$ cat config.mk
export PLATFORM = sky130hd
export DESIGN_NAME = fst_ctrl
export DESIGN_NICKNAME = d
export VERILOG_FILES = /design/src/sv/fst_pkg.sv /design/src/sv/fst_ctrl.sv
export VERILOG_INCLUDE_DIRS = /design/src /design/src/sv
export SDC_FILE = /design/constraint.sdc
export NUM_CORES = 1
export LEC_CHECK = 0
export ABC_CLOCK_PERIOD_IN_PS = 3100
export BUFFER_PORTS_ARGS = -buffer_cell sky130_fd_sc_hd__clkbuf_2
export CAP_MARGIN = 20
export CORE_AREA = 2 2 39 41
export CTS_CLUSTER_SIZE = 14
export DETAILED_ROUTE_END_ITERATION = 7
export DIE_AREA = 0 0 41 43
export PLACE_DENSITY = 0.39
export SYNTH_ARGS = -nofsm -noshare
export SYNTH_HDL_FRONTEND = slang
export SYNTH_SLANG_ARGS = --single-unit
$ cat constraint.sdc
create_clock -name clk -period 3.1 [get_ports clk]
set_input_delay 0.31 -clock clk [delete_from_list [all_inputs] [get_ports clk]]
set_output_delay 0.31 -clock clk [all_outputs]
set_load 0.01 [all_outputs]
$ cat src/sv/assert_macros.svh
// Assertion macros shared by the sketch table modules.
`ifndef ASSERT_MACROS_SVH
`define ASSERT_MACROS_SVH

// Same-cycle implication, switched off while reset is held.
`define ASSERT_SAME(label, clk, rst, ante, cons) \
  label: assert property (@(posedge clk) disable iff (rst) (ante) |-> (cons)) \
    else $error("%m: same-cycle check failed");

// Next-cycle implication, switched off while reset is held.
`define ASSERT_NEXT(label, clk, rst, ante, cons) \
  label: assert property (@(posedge clk) disable iff (rst) (ante) |=> (cons)) \
    else $error("%m: next-cycle check failed");

`endif

$ cat src/sv/fst_pkg.sv
// Shared types, constants and helpers of the fingerprint sketch table.
package fst_pkg;

  localparam int ROWS        = 4;
  localparam int COLUMNS     = 1024;
  localparam int COUNT_BITS  = 16;
  localparam int FINGER_BITS = 8;
  localparam int COL_BITS    = $clog2(COLUMNS);
  localparam int IN_IDX_W    = 10;
  localparam int IN_COUNT_W  = 16;
  localparam int COUNT_MAX   = (1 << COUNT_BITS) - 1;
  localparam int IN_TDATA_W  = 72;
  localparam int OUT_TDATA_W = 32;

  typedef logic [COL_BITS-1:0]    col_t;
  typedef logic [COUNT_BITS-1:0]  count_t;
  typedef logic [FINGER_BITS-1:0] fp_t;

  typedef enum logic [1:0] {
    MODE_INSERT = 2'd0,
    MODE_QUERY  = 2'd1,
    MODE_STRICT = 2'd2
  } mode_t;

  typedef struct packed {
    logic   covered;
    count_t count;
    fp_t    fp;
  } entry_t;

  typedef struct packed {
    logic [1:0]                   mode;
    logic [ROWS-1:0][IN_IDX_W-1:0] idx;
    fp_t                          fp;
    logic [IN_COUNT_W-1:0]        count;
  } item_t;

  typedef enum logic [1:0] {
    ST_CLEAR,
    ST_IDLE,
    ST_EVAL
  } state_t;

  typedef struct packed {
    logic capture;   // latch the accepted word and start the bank reads
    logic commit;    // write back the update and load the output register
    logic clear_we;  // write zero at the clearing address
  } cmd_t;

  typedef struct packed {
    logic clear_last;
    logic out_busy;
  } status_t;

  // Row r takes the index field of row r mod 4, reduced to the column range.
  function automatic col_t row_col(input logic [IN_IDX_W-1:0] idx);
    return col_t'(idx % COLUMNS);
  endfunction

  function automatic count_t sat_count(input logic [IN_COUNT_W-1:0] v);
    if (32'(v) > 32'(COUNT_MAX)) begin
      return count_t'(COUNT_MAX);
    end
    return count_t'(v);
  endfunction

endpackage

$ cat src/sv/fst_ctrl.sv
// Controller: clearing pass, accept, evaluate and hand-off sequencing.
`include "assert_macros.svh"

module fst_ctrl (
  input  logic             clk,
  input  logic             rst,
  input  logic             s_valid,
  output logic             s_ready,
  input  logic             m_ready,
  input  fst_pkg::status_t status,
  output fst_pkg::cmd_t    cmd
);

  fst_pkg::state_t state, state_next;
  logic            out_free;

  always_ff @(posedge clk) begin
    if (rst) begin
      state <= fst_pkg::ST_CLEAR;
    end else begin
      state <= state_next;
    end
  end

  assign out_free = !status.out_busy || m_ready;

  always_comb begin
    state_next = state;
    cmd        = '0;
    s_ready    = 1'b0;
    unique case (state)
      fst_pkg::ST_CLEAR: begin
        cmd.clear_we = 1'b1;
        if (status.clear_last) begin
          state_next = fst_pkg::ST_IDLE;
        end
      end
      fst_pkg::ST_IDLE: begin
        s_ready     = 1'b1;
        cmd.capture = s_valid;
        if (s_valid) begin
          state_next = fst_pkg::ST_EVAL;
        end
      end
      fst_pkg::ST_EVAL: begin
        cmd.commit = out_free;
        if (out_free) begin
          state_next = fst_pkg::ST_IDLE;
        end
      end
      default: begin
        state_next = fst_pkg::ST_CLEAR;
      end
    endcase
  end

  `ASSERT_SAME(a_no_accept_clear, clk, rst, state == fst_pkg::ST_CLEAR, !s_ready)
  `ASSERT_SAME(a_commit_free, clk, rst, cmd.commit, state == fst_pkg::ST_EVAL && out_free)
  `ASSERT_NEXT(a_accept_eval, clk, rst, cmd.capture, state == fst_pkg::ST_EVAL)

endmodule

==> results of run 1 <==
[cell families after synthesis]
logic type | count (synthesis)
DFF | 2
and+or+nand+nor | 9
AOI/OAI and AO/OA | 2
[cells in the final DEF, fill, tap and decap left out, types with 2 or more instances in the layout]
cell type,count
clkbuf_2,9
clkbuf_4,3
dfxtp_1,2
nor2_1,2
[final timing paths]
path	startpoint	endpoint	slack, ps	cells after the start
max	state[1]$_SDFFE_PP0P_	cmd[2]	1800	2
min	rst	state[0]$_SDFFE_PP0P_	300	2
max reg2reg	state[1]$_SDFFE_PP0P_	state[0]$_SDFFE_PP0P_	2060	2
min reg2reg	state[0]$_SDFFE_PP0P_	state[0]$_SDFFE_PP0P_	560	1
[per-stage QoR]
stage / hold slack [ps] / setup slack [ps] / power [mW]
CTS: 300 / 1790 / 0.109
global placement: 539 / 1940 / 0.0492
floorplan: 412 / 2060 / 0.0397
finish: 304 / 1800 / 0.105
global route: 314 / 1740 / 0.113
detailed placement: 539 / 1950 / 0.0490
[area by class of cell]
type | count | area, um^2
Clock buffer | 3 | 22.5
Tap cell | 16 | 20.0
Timing Repair Buffer | 9 | 45.0
Multi-Input combinational cell | 11 | 86.3
Fill cell | 149 | 1170
Sequential cell | 2 | 40.0
[layer usage]
layer | share of wire, % | vias to the layer above | GRT usage [%]
li1 | - | 75 | -
met2 | 33 | 12 | 4.69
met3 | 10 | 2 | 1.57
met4 | 6.1 | 0 | 10.0
met5 | 0 | - | 0
met1 | 50 | 53 | 5.11
[cell usage after synthesis (all sizes together)]
cell / count / share of area [%]
o21ba: 1 / 7.9
dfxtp: 2 / 32
and3b: 2 / 15
o41ai: 1 / 6.9
nor3b: 1 / 5.9
and2b: 1 / 5.9
nor2b: 1 / 5.0
nor4bb: 1 / 7.9
nor2: 2 / 5.9
or4b: 1 / 7.9
[power breakdown]
group          total (mW)  internal, mW  switching (mW)
logic              0.0174       0.00995         0.00746
clock network      0.0571        0.0426          0.0144
registers          0.0308        0.0280         0.00281
total               0.105        0.0805          0.0247
[worst register-to-register path, delay by kind of cell (launching register included)]
kind / cells / cell delay [ps]
AOI/OAI and AO/OA: 1 / 70
DFF: 1 / 340
and+or+nand+nor: 1 / 520
==> key figures, run 1 <==
Global route
  • GRT Total Usage: 4.91%
  • Largest net degree at the start of global routing: 9
  • First-pass GRT wire length: about 500 um
  • Number of global-route vias before repair: ~140
  • GRT overflow: 0
  • Initial antenna violation count: 0

STA
  • Unrepaired setup endpoints after global routing: false
  • Setup TNS: 0 ps
  • Endpoints failing hold: 0
  • Final Cycle Share: a little over two fifths
  • Fmax: 766 MHz
  • Worst Max-Slew Pin Slew: 248 ps
  • Final min period: between 1000 and 1500 ps
  • Rel. slew slack: between 80 and 90%
  • Fin. max-slew vios: 0
  • # setup viols final: 0
  • Layout Skew: between 0.15 and 0.2 ps

Drt
  • DR pass1 iterations: 1
  • Routed vias/inst: 3.46
  • Routed via count: about 140
  • DR WL/cell: 7.24 um
  • First-iteration detailed-routing DRC count: 0
  • Routed Antenna Nets: 0
  • Post-Route WL: a little under 300 um
  • Drt drc: 0

Clock tree
  • Longest Clk Path Bufs: 2
  • Total setup buffers inserted after CTS: 0
  • Clock Tree Root: clkbuf_4
  • CTS buffer count: 3
  • Clock Latency Late Sink: roughly 220 ps
  • CTS tree: built
  • Resized cells post-CTS: 0
  • H-tree depth: 1
  • Worst-path clk slew: roughly 30 ps
  • Hold-fix buffers, CTS: 0
  • CTS Sinks: 2

Synth
  • Synthesized Nets: 19
  • Mux contribution to synthesized area: 0%
  • Mapped Area: 126 um^2
  • Largest family of logic cells by synthesized area: simple AND/OR/NAND/NOR gates
  • Post-synthesis adder-cell area fraction: 0%
  • Mean Syn Cell Area: 9.72 um^2
  • Synth Area in Simple Gates: between 50 and 60%
  • Post-Syn Instances: 13
  • Complex-gate fraction of the synthesized area: ~15%
  • Seq cells post-synth: 2
  • Unique cell type count in the Yosys netlist: 11
  • Post-synthesis xor/xnor area fraction: 0%
  • Sequential fraction of the synthesis area: about a third
  • Yosys warnings: 0

Worst setup path
  • WP data required: roughly 2800 ps
  • Worst Setup Path Type: reg -> out
  • Critical path arrival: between 900 and 1000 ps
  • CP endpoint kind: output port
  • Crit-path cells: and3b_2 -> clkbuf_2
  • Type of origin of the critical path: register
  • WP buf/inv: 1
  • CP peak stage delay: about 400 ps
  • CP max FO: 8
  • Critical path's slowest cell: dfxtp_1
  • CP delay by family, top: flip-flops

Die
  • Total core area: around 1400 um^2
  • Die width: between 40 and 50 um
  • Die area: 1760 um^2
  • Io pins: 10
  • Core Rows: 14
  • Die Ht: about 43 um
  • Initial Utilization: under 10%

Layout
  • Synthesis-to-layout area growth: 69.3%
  • Finished Core Util: 15.5%
  • Design Area, Final: about 210 um^2
  • Max FFs per register: 2
  • Final net count: 33
  • Share of cells above drive strength 1: 56.0%
  • Top flop regs: state: 2 flops
  • Post-route insts no fill: 41
  • Diode count: 0
  • Top reg by flops: state

Hold path
  • Worst hold path class: in -> reg

Pwr
  • Leakage power total: around 0.10 nW
  • Power Density: 492 nW/um^2
  • VDD IR max: 91.2 uV

Placement
  • IO buf count: 9
  • GP Congestion: between 0.6 and 0.7
  • Placed instance area: 191 um^2
  • Placed cells: 38

Run
  • Max-Cap Viols: 0

Run status
  • Status: finished clean
Note: power is estimated with default switching activity, not from simulation.
==> inputs of run 2 (changes only) <==
--- a/config.mk
+++ b/config.mk
@@ -6,7 +6,7 @@
 export SDC_FILE = /design/constraint.sdc
 export NUM_CORES = 1
 export LEC_CHECK = 0
-export ABC_CLOCK_PERIOD_IN_PS = 3100
+export ABC_CLOCK_PERIOD_IN_PS = 1300
 export BUFFER_PORTS_ARGS = -buffer_cell sky130_fd_sc_hd__clkbuf_2
 export CAP_MARGIN = 20
 export CORE_AREA = 2 2 39 41
==> constraint.sdc (replaced) <==
create_clock -name clk -period 1.3 [get_ports clk]
set_input_delay 0.13 -clock clk [delete_from_list [all_inputs] [get_ports clk]]
set_output_delay 0.13 -clock clk [all_outputs]
set_load 0.01 [all_outputs]
==> key figures, run 2 (same netlist as run 1, synthesis figures left out) <==
Run status
  • Status: finished clean

Worst setup path
  • Crit path from: state[1]$_SDFFE_PP0P_
  • WP buf/inv: 1 (unchanged)
  • CP max FO: 8 (unchanged)
  • CP delay by family, top: flip-flops
  • Critical path's slowest cell: dfxtp_1
  • Type of origin of the critical path: register
  • Worst Setup Path Type: reg -> out
  • Reg2reg start: state[1]$_SDFFE_PP0P_
  • WP data required: 1170 ps (-1620 ps)
  • Critical path arrival: 990 ps (about the same)
  • Crit-path cells: and3b_2 -> clkbuf_2
  • CP peak stage delay: 400 ps (about the same)
  • CP endpoint kind: output port

STA
  • Setup ws final: 182 ps (-1610 ps)
  • Final min period: around 1100 ps
  • # setup viols final: 0 (unchanged)
  • Unrepaired setup endpoints after global routing: false
  • Fin. max-slew vios: 0 (unchanged)
  • Worst Max-Slew Pin Slew: 238 ps (-9.78 ps)
  • Rel. slew slack: 83.9% (+0.66 points)
  • Setup TNS: 0 ps (unchanged)
  • Fmax: 894 MHz
  • Final Cycle Share: between 80% and 90%
  • Layout Skew: 3.38 ps (+3.19 ps)
  • Endpoints failing hold: 0 (unchanged)

Clock tree
  • CTS Sinks: 2 (unchanged)
  • Hold-fix buffers, CTS: 0 (unchanged)
  • H-tree depth: 1 (unchanged)
  • Total setup buffers inserted after CTS: 0 (unchanged)
  • Longest Clk Path Bufs: 2 (unchanged)
  • Clock Latency Late Sink: 220 ps (about the same)
  • Resized cells post-CTS: 0 (unchanged)
  • CTS buffer count: 3 (unchanged)
  • CTS tree: built
  • Worst-path clk slew: 30 ps (about the same)
  • Clock Tree Root: clkbuf_4

Placement
  • GP Congestion: 0.657 (+8.0%)
  • DP Worst Slack: 276 ps (-1670 ps)
  • IO buf count: 9 (unchanged)
  • Placed cells: 38 (unchanged)

Die
  • Io pins: 10 (unchanged)
  • Die width: 41 um (unchanged)
  • Total core area: 1380 um^2 (unchanged)
  • Die Ht: 43 um (unchanged)
  • Die area: 1760 um^2 (unchanged)
  • Initial Utilization: 9.13% (unchanged)
  • Core Rows: 14 (unchanged)

Layout
  • Post-route insts no fill: 41 (unchanged)
  • Fillcell total: 155 (+4.0%)
  • Commonest non-fill, non-tap cell in the layout: clkbuf_2
  • Most frequent cells in the layout: clkbuf_2, clkbuf_4, nor2_1, dfxtp_1
  • Share of cells above drive strength 1: 56.0% (unchanged)
  • Diode count: 0 (unchanged)
  • Final net count: 33 (unchanged)
  • Finished Core Util: 15.5% (unchanged)
  • Synthesis-to-layout area growth: 69.3% (unchanged)
  • Top reg by flops: state
  • Register Area: 40.0 um^2 (unchanged)
  • Multi-input gate area: 86.3 um^2 (unchanged)
  • Max FFs per register: 2 (unchanged)
  • Top flop regs: state: 2 flops

Drt
  • Routed Antenna Nets: 0 (unchanged)
  • DR WL/cell: 7.98 um (+10%)
  • Routed vias/inst: 3.54 (+2.1%)
  • Routed via count: 145 (+2.1%)
  • DR pass1 iterations: 4 (+3)
  • First-iteration detailed-routing DRC count: 4 (+4)
  • Post-Route WL: 327 um (+10%)
  • Drt drc: 0 (unchanged)

Global route
  • Largest net degree at the start of global routing: 9 (unchanged)
  • Number of global-route vias before repair: 167 (+16%)
  • Initial antenna violation count: 0 (unchanged)
  • GRT overflow: 0 (unchanged)
  • First-pass GRT wire length: 655 um (+34%)
  • GRT Total Usage: 6.01% (+1.1 points)

Pwr
  • VDD IR max: 205 uV (+120%)
  • Leakage power total: 0.104 nW (unchanged)
  • Power Density: 1180 nW/um^2 (+140%)

Run
  • Max-Cap Viols: 0 (unchanged)

Hold path
  • Worst hold path class: in -> reg
  • Hold_sp: rst
[run 2: area by class of cell]
cell class | instances | share of cell area, %
Tap cell | 16 | 9.36
Clock buffer | 3 | 10.5
Multi-Input combinational cell | 11 | 40.4
Sequential cell | 2 | 18.7
Timing Repair Buffer | 9 | 21.1
[run 2: final timing paths]
kind	cells past startpoint	endpoint	slack [ps]
max	2	cmd[2]	180
max reg2reg	2	state[0]$_SDFFE_PP0P_	270
min reg2reg	1	state[0]$_SDFFE_PP0P_	560
min	2	state[0]$_SDFFE_PP0P_	120
[run 2: worst reg2reg max path: cells and delay by family (launching register included)]
kind            cells  cell delay, ps
simple gates        1             520
compound gates      1              70
flops               1             340
[run 2: stage by stage]
step	cell area, um^2	total power, mW	hold slack, ps
CTS	214	0.264	111
floorplan	126	0.0947	232
global placement	191	0.118	355
global route	214	0.279	150
finish	214	0.252	122
detailed placement	191	0.117	353
[run 2: per-layer routing]
metal,vias to the layer above,global-route usage (%),share of wire (%)
met5,-,0,0
met4,0,8.00,0
met3,0,3.66,13
met2,12,5.00,40
met1,58,7.99,47
li1,75,-,-
[run 2: power by group]
| part | internal (mW) | switching (mW) | total (mW) |
|---|---|---|---|
| combinational | 0.0237 | 0.0180 | 0.0417 |
| clock | 0.102 | 0.0352 | 0.137 |
| sequential | 0.0666 | 0.00690 | 0.0735 |
| total | 0.192 | 0.0601 | 0.252 |
==> inputs of run 3 (changes only) <==
--- a/config.mk
+++ b/config.mk
@@ -14,6 +14,8 @@
 export DETAILED_ROUTE_END_ITERATION = 7
 export DIE_AREA = 0 0 41 43
 export PLACE_DENSITY = 0.39
+export SETUP_SLACK_MARGIN = 0.4
+export SLEW_MARGIN = 5
 export SYNTH_ARGS = -nofsm -noshare
 export SYNTH_HDL_FRONTEND = slang
 export SYNTH_SLANG_ARGS = --single-unit
==> key figures, run 3 (same netlist as run 1, synthesis figures left out) <==
Run status
  • Status: finished clean

Clock tree
  • Clock Latency Late Sink: 220 ps (about the same)
  • H-tree depth: 1 (unchanged)
  • CTS Sinks: 2 (unchanged)
  • Hold-fix buffers, CTS: 0 (unchanged)
  • CTS buffer count: 3 (unchanged)
  • Worst-path clk slew: 30 ps (about the same)
  • Clock Tree Root: clkbuf_4
  • Longest Clk Path Bufs: 2 (unchanged)
  • CTS tree: built

Global route
  • First-pass GRT wire length: 545 um (-17%)
  • GRT overflow: 0 (unchanged)
  • Largest net degree at the start of global routing: 9 (unchanged)
  • GRT Total Usage: 5.11% (-0.91 points)
  • Initial antenna violation count: 0 (unchanged)
  • Number of global-route vias before repair: 147 (-12%)

STA
  • Setup ws final: 250 ps (+68.7 ps)
  • Rel. slew slack: 80.3% (-3.6 points)
  • Fmax: 953 MHz (+6.5%)
  • # setup viols final: 0 (unchanged)
  • Fin. max-slew vios: 0 (unchanged)
  • Final Cycle Share: 80.7% (-5.3 points)
  • Final min period: 1050 ps (-68.7 ps)
  • Unrepaired setup endpoints after global routing: true
  • Endpoints failing hold: 0 (unchanged)
  • Setup TNS: 0 ps (unchanged)
  • Layout Skew: 3.69 ps (+0.311 ps)
  • Worst Max-Slew Pin Slew: 291 ps (+53.1 ps)

Worst setup path
  • Type of origin of the critical path: register
  • WP data required: 1170 ps (about the same)
  • CP max FO: 8 (unchanged)
  • Worst Setup Path Type: reg -> out
  • CP endpoint kind: output port
  • Critical path arrival: 920 ps (-70 ps)

Drt
  • Routed Antenna Nets: 0 (unchanged)
  • Post-Route WL: 360 um (+10%)
  • First-iteration detailed-routing DRC count: 0 (-4)
  • DR WL/cell: 8.57 um (+7.5%)
  • Routed via count: 148 (+2.1%)
  • Drt drc: 0 (unchanged)
  • DR pass1 iterations: 1 (-3)
  • Routed vias/inst: 3.52 (-0.36%)

Pwr
  • Power Density: 1040 nW/um^2 (-12%)
  • Total Power: 0.257 mW (+1.8%)
  • Leakage power total: 0.121 nW (+16%)
  • VDD IR max: 477 uV (+130%)

Layout
  • Register Area: 47.5 um^2 (+19%)
  • Fillcell total: 150 (-3.2%)
  • Multi-input gate area: 98.8 um^2 (+14%)
  • Post-route insts no fill: 42 (+2.4%)
  • Top flop regs: state: 2 flops
  • Most frequent cells in the layout: clkbuf_2, clkbuf_4, nor2_1, buf_2, dfxtp_4
  • Synthesis-to-layout area growth: 96.0%
  • Max FFs per register: 2 (unchanged)
  • Share of cells above drive strength 1: 73.1% (+17 points)
  • Commonest non-fill, non-tap cell in the layout: clkbuf_2
  • Final net count: 34 (+3.0%)
  • Top reg by flops: state
  • Design Area, Final: 248 um^2 (+16%)
  • Diode count: 0 (unchanged)

Placement
  • Placed cells: 38 (unchanged)
  • GP Congestion: 0.596 (-9.3%)
  • DP Worst Slack: 318 ps (+42.4 ps)
  • Placed instance area: 194 um^2 (+1.3%)
  • IO buf count: 9 (unchanged)

Hold path
  • Worst hold path class: in -> reg

Die
  • Die width: 41 um (unchanged)
  • Die area: 1760 um^2 (unchanged)
  • Io pins: 10 (unchanged)
  • Die Ht: 43 um (unchanged)
  • Core Rows: 14 (unchanged)
  • Initial Utilization: 9.13% (unchanged)
  • Total core area: 1380 um^2 (unchanged)

Run
  • Max-Cap Viols: 0 (unchanged)
==> run 3: report_power, final <==
group / internal [mW] / switching, mW
logic: 0.0301 / 0.0211
registers: 0.0661 / 0.00815
clock network: 0.101 / 0.0301
==> run 3: timing repair <==
| item | 4_1_cts | 5_1_grt |
|---|---|---|
| gates resized for setup | 1 | 8 |
| endpoints found under the setup margin | 5 | 6 |
| cloned | 0 | 0 |
| pin swaps | 1 | 0 |
| setup buffers | 0 | 1 |
==> run 3: final timing paths <==
kind | startpoint | to | slack [ps] | cells past startpoint
setup / recovery | state[1]$_SDFFE_PP0P_ | cmd[2] | 250 | 2
hold / removal | rst | state[0]$_SDFFE_PP0P_ | 130 | 2
setup reg to reg | state[1]$_SDFFE_PP0P_ | state[1]$_SDFFE_PP0P_ | 290 | 3
hold reg to reg | state[0]$_SDFFE_PP0P_ | state[0]$_SDFFE_PP0P_ | 490 | 1
==> run 3: cell type report <==
| type | count | area share [%] |
|---|---|---|
| sequential | 2 | 19.2 |
| multi-input combinational | 11 | 39.9 |
| tap | 16 | 8.08 |
| clock buffer | 3 | 9.09 |
| timing repair buffer | 10 | 23.7 |
==> run 3: through the flow <==
stage / hold WS (ps) / util, %
floorplan: 224 / -
global placement: 356 / 14.0
finish: 135 / 17.9
detailed placement: 350 / 14.0
global route: 137 / 17.9
CTS: 119 / 16.0
==> run 3: routing by layer <==
| metal | GRT usage, % | wire (um) |
|---|---|---|
| met3 | 4.71 | 41 |
| met4 | 4.00 | 0 |
| met1 | 6.37 | 200 |
| met5 | 0 | 0 |
| met2 | 5.00 | 118 |
==> run 3: critical path, stage by stage, from the launching register on <==
cell,delay [ps]
dfxtp_4,360
and3b_2,220
buf_6,120
